===== src/rtl/core/packet_classifier_trie_step_top_assert.svh =====
// Assertion macros for the trie step block.
`ifndef PACKET_CLASSIFIER_TRIE_STEP_TOP_ASSERT_SVH
`define PACKET_CLASSIFIER_TRIE_STEP_TOP_ASSERT_SVH

`ifndef SYNTH
`define PCT_ASSERT(label, clk, rst, prop) \
   label: assert property (@(posedge clk) disable iff (rst) prop) \
      else $error("pct assertion failed");
`define PCT_ASSERT_NEVER(label, clk, rst, expr) \
   label: assert property (@(posedge clk) disable iff (rst) !(expr)) \
      else $error("pct forbidden condition seen");
`else
`define PCT_ASSERT(label, clk, rst, prop)
`define PCT_ASSERT_NEVER(label, clk, rst, expr)
`endif

`endif


===== src/rtl/core/pct_pkg.sv =====
package pct_pkg;

   localparam int unsigned CMD_W   = 2;
   localparam int unsigned SLOT_W  = 3;
   localparam int unsigned TADDR_W = 12;
   localparam int unsigned WORD_W  = 64;
   localparam int unsigned BYTE_W  = 8;
   localparam int unsigned REG_W   = 32;
   localparam int unsigned CSR_IDX_W = 2;

   localparam logic [REG_W-1:0] INDEX_MASK_RST = 32'h3FFF_FFFF;
   localparam logic [REG_W-1:0] RANGE_TYPE_RST = 32'h4000_0000;
   localparam logic [REG_W-1:0] MATCH_MASK_RST = 32'h8000_0000;

   typedef enum logic [CMD_W-1:0] {
      CMD_LOAD  = 2'd0,
      CMD_START = 2'd1,
      CMD_BYTE  = 2'd2,
      CMD_NONE  = 2'd3
   } cmd_type;

   typedef enum logic [CSR_IDX_W-1:0] {
      CSR_INDEX_MASK = 2'd0,
      CSR_RANGE_TYPE = 2'd1,
      CSR_MATCH_MASK = 2'd2,
      CSR_UNUSED     = 2'd3
   } csr_index_type;

   typedef enum logic [1:0] {
      ST_IDLE,
      ST_SLOT,
      ST_FETCH
   } state_type;

   typedef struct packed {
      logic [CMD_W-1:0]   cmd;
      logic [SLOT_W-1:0]  slot;
      logic [TADDR_W-1:0] table_addr;
      logic [WORD_W-1:0]  word;
      logic [BYTE_W-1:0]  data_byte;
   } req_item_type;

   typedef struct packed {
      logic              matched;
      logic [REG_W-1:0]  node_index;
      logic              out_of_range;
      logic [WORD_W-1:0] current_word;
   } rsp_item_type;

   typedef struct packed {
      logic capture;
      logic walk;
      logic commit;
   } ctl_cmd_type;

endpackage


===== src/rtl/core/pct_ctrl.sv =====
module pct_ctrl (
   input  logic                clock,
   input  logic                reset,
   input  logic                start,
   output logic                busy,
   output logic                rsp_strobe,
   output pct_pkg::ctl_cmd_type ctl_cmd
);

   pct_pkg::state_type state_ff;
   pct_pkg::state_type state_in;
   logic               strobe_ff;

   always_ff @(posedge clock) begin
      if (reset) begin
         state_ff  <= pct_pkg::ST_IDLE;
         strobe_ff <= 1'b0;
      end else begin
         state_ff  <= state_in;
         strobe_ff <= ctl_cmd.commit;
      end
   end

   always_comb begin
      state_in        = state_ff;
      ctl_cmd.capture = 1'b0;
      ctl_cmd.walk    = 1'b0;
      ctl_cmd.commit  = 1'b0;
      busy            = 1'b1;
      case (state_ff)
         pct_pkg::ST_IDLE: begin
            busy = 1'b0;
            if (start) begin
               ctl_cmd.capture = 1'b1;
               state_in        = pct_pkg::ST_SLOT;
            end
         end
         pct_pkg::ST_SLOT: begin
            ctl_cmd.walk = 1'b1;
            state_in     = pct_pkg::ST_FETCH;
         end
         pct_pkg::ST_FETCH: begin
            ctl_cmd.commit = 1'b1;
            state_in       = pct_pkg::ST_IDLE;
         end
         default: begin
            state_in = pct_pkg::ST_IDLE;
         end
      endcase
   end

   assign rsp_strobe = strobe_ff;

endmodule


===== config.mk =====
export PLATFORM = sky130hd
export DESIGN_NAME = pct_ctrl
export DESIGN_NICKNAME = d
export VERILOG_FILES = /design/src/rtl/core/packet_classifier_trie_step_top_assert.svh /design/src/rtl/core/pct_pkg.sv /design/src/rtl/core/pct_ctrl.sv
export SDC_FILE = /design/constraint.sdc
export NUM_CORES = 1
export LEC_CHECK = 0
export ABC_AREA = 1
export ABC_CLOCK_PERIOD_IN_PS = 800
export BUFFER_PORTS_ARGS = -buffer_cell sky130_fd_sc_hd__buf_2
export CORE_AREA = 3 3 40 42
export CTS_BUF_LIST = sky130_fd_sc_hd__clkbuf_8
export DETAILED_ROUTE_END_ITERATION = 6
export DIE_AREA = 0 0 43 45
export GPL_TIMING_DRIVEN = 0
export SYNTH_ARGS = -nofsm -noshare
export SYNTH_HDL_FRONTEND = slang
export SYNTH_SLANG_ARGS = --single-unit

===== constraint.sdc =====
create_clock -name clock -period 0.8 [get_ports clock]
set_clock_uncertainty 0.1 [all_clocks]
set_input_delay 0.04 -clock clock [delete_from_list [all_inputs] [get_ports clock]]
set_output_delay 0.04 -clock clock [all_outputs]
set_load 0.005 [all_outputs]

==> flow_summary.ini <==
[setup_path]
crit_chain = nor2_4, nand2_2, inv_1, buf_2
critPathKind = register to output port
timing.rr.start = state_ff[1]
slowest_stage = dfxtp_2
crit_buf_inv = 2
required_ns = 0.66
crit_arrival_ns = 0.86
timing.rr.end = state_ff[0]
ff2ff_path_depth = 3
startpoint_type = register
end_kind = output port
critPathTopFamily = flip-flops
critical_path.max_stage_delay_ns = 0.33
reg2reg_setup_slack_ns = 0.06
path_max_fanout = 4

[yosys]
synth_xor_area_share_pct = 0
synth_most_common_cell = inv_1
synthTopCellsByCount = inv_1, dfxtp_1, nor2_1, nor2_2, nor3_1
synth_top_family_by_area = simple AND/OR/NAND/NOR gates
yosys.area_share.simple_pct = 30.5
yosys-top-cells-area = dfxtp_1, inv_1, nor2_2
synthArstFlopShare_pct = 0
synth_mux_area_share_pct = 0
yosysTopAreaCell = dfxtp_1
synth.top_cell.area_share_pct = 50.5
ys_seq_elements = 3
synthCells = 15
synth_area_sq_um = 119
syn_nets = 18
synth_edf_count = 0
synthFlopType = dfxtp_1
synth_warnings = 0
synth-compound-area-share_pct = 0
synth-seq-area-share_pct = 50.5
synthAdderAreaFrac_pct = 0
ys_types = 7
syn-mean-instance-area_sq_um = 7.92

[cells_and_area]
drive_gt1_share_pct = 64.0
instances_no_fill = 40
area_growth_syn_to_layout_pct = 90.5
fillers = 149
multi_input_area_sq_um = 41.3
fin_nets = 29
n_antenna_cell = 0
seqCellArea_sq_um = 65.1

[power_and_ir_drop]
p_sw_uw = 121
ir_drop_mv = 1.49
clockPowerShare_pct = 66.1
power_uw = 630
swShare_pct = 19.2
comb_power_share_pct = 7.7
power.share.sequential_pct = 26.2
p_int_uw = 509
p_leak_nw = 0.121
powerDensity_nw_per_um2 = 2780

[min_path]
hp-start = reset
hold_depth = 2
holdPathEnd = state_ff[0]
hp-class = primary input to register

[route]
drtAntennaViolNets = 0
wl_per_cell_microns = 6.53
drt_wl_total_microns = 261
via_per_inst = 2.90
drtIter0Drc = 0
dr.pass1.iters = 1
num_vias = 116
remaining_drc_errors = 0

[clocking]
cts_tree = yes
clock_path_buffers = 2
cts.sinks = 3
numCtsBuffers = 3
clkSlewWorstSetupHoldPaths_ns = 0.03
htreeDepth = 1
cts-root-buf = clkbuf_8
clk_latency_ns = 0.21

[sta]
rsz0062_at_grt = true
fin_ws_ns = -0.199
whs_ns = -0.0835
tightest_slew_ns = 0.134
fin_crit_ns = 0.999
setup_viol = 4
maxSlewViolCount = 0
setup_tns_ns = -0.694
relSlewSlack_pct = 91.0
period_share_pct = 125
hold_viol = 3
fmax_ghz = 1.00

[global_route]
antenna_found_initial = 0
grt_util_all_layers_pct = 3.08
overflow = 0
grt_first_pass_wirelength_microns = 372
grt_max_degree = 5
grt_pass1_vias = 97

[status]
status = complete, but fails checks
failed_checks = negative hold slack, negative setup slack

[placed_design]
placedCellCount = 37
io_buffers = 7
routabilityCongestion = 0.590

[floorplanning]
ioPinCount = 8
die_y_microns = 45
core_area_sq_um = 1280
die_w_microns = 43
rows = 13
die_area_sq_um = 1940
initial_core_util_pct = 9.25

[flow_run]
maxCapViolCount = 0
## power groups by stage
| stage | registers (mW) | logic, mW | clock network, mW |
|---|---|---|---|
| after global routing | 0.166 | 0.0555 | 0.450 |
| final | 0.165 | 0.0488 | 0.416 |
| after global placement | 0.165 | 0.0476 | 0 |
| after CTS | 0.165 | 0.0506 | 0.434 |
| after floorplan | 0.164 | 0.0251 | 0 |
| after detailed placement | 0.165 | 0.0482 | 0 |
## cell usage in the layout, fill, tap and decap left out, types with 2 or more instances in the layout
cell type	netlist	routed
buf_2	0	6
nor3_1	2	2
clkbuf_8	0	3
nor2_1	2	2
inv_1	4	4
## kinds of logic (layout without fill, tap and decap cells)
group | after synthesis | in the layout
buf+inv | 5 | 15
simple gates | 7 | 7
flops | 3 | 3
## registers in the layout (all words and copies together), names as in the netlist
| signal | count |
|---|---|
| rsp_strobe | 1 |
| state_ff | 2 |
## timing repair
item / CTS / global route
gates resized for setup: 6 / 0
buffers inserted: 0 / 0
endpoints found under the hold margin: 3 / 3
setup endpoints to repair: 4 / 4
pin swaps: 2 / 0
## worst max path at each step
stage	slack (ns)	cells past startpoint	endpoint	startpoint
floorplan	0.07	3	ctl_cmd[1]	state_ff[0]
global placement	-0.06	4	ctl_cmd[1]	state_ff[0]
detailed placement	-0.06	4	ctl_cmd[1]	state_ff[0]
CTS	-0.21	4	ctl_cmd[2]	state_ff[1]
global route	-0.26	4	ctl_cmd[2]	state_ff[1]
finish	-0.20	4	ctl_cmd[2]	state_ff[1]
## metal layers
layer  wire length [microns]  up-vias  global-route usage [%]  share of wire, %
li1                        -       63                       -                 -
met1                      99       45                    2.40                38
met2                      99        8                    3.89                38
met3                      62        0                    5.58                24
met4                       0        0                       0                 0
met5                       0        -                       0                 0
## final cells by class
type / instances / area share [%]
flip-flops and latches: 3 / 28.7
multi-input cells: 7 / 18.2
clock buffers: 3 / 18.2
repair buffers: 7 / 18.2
well taps: 15 / 8.29
inverters: 4 / 6.63
clock inverters: 1 / 1.66
## metrics by stage
step / cell area (sq um) / setup WS, ns / utilization, % / hold slack [ns]
2_1_floorplan: 119 / 0.0688 / - / 0.00687
3_3_place_gp: 173 / -0.0612 / 13.4 / 0.136
3_5_place_dp: 173 / -0.0607 / 13.4 / 0.144
4_1_cts: 226 / -0.213 / 17.6 / -0.0856
5_1_grt: 226 / -0.261 / 17.6 / -0.0759
6_report: 226 / -0.199 / 17.6 / -0.0835
No activity file was read; power rests on OpenSTA's default activity.
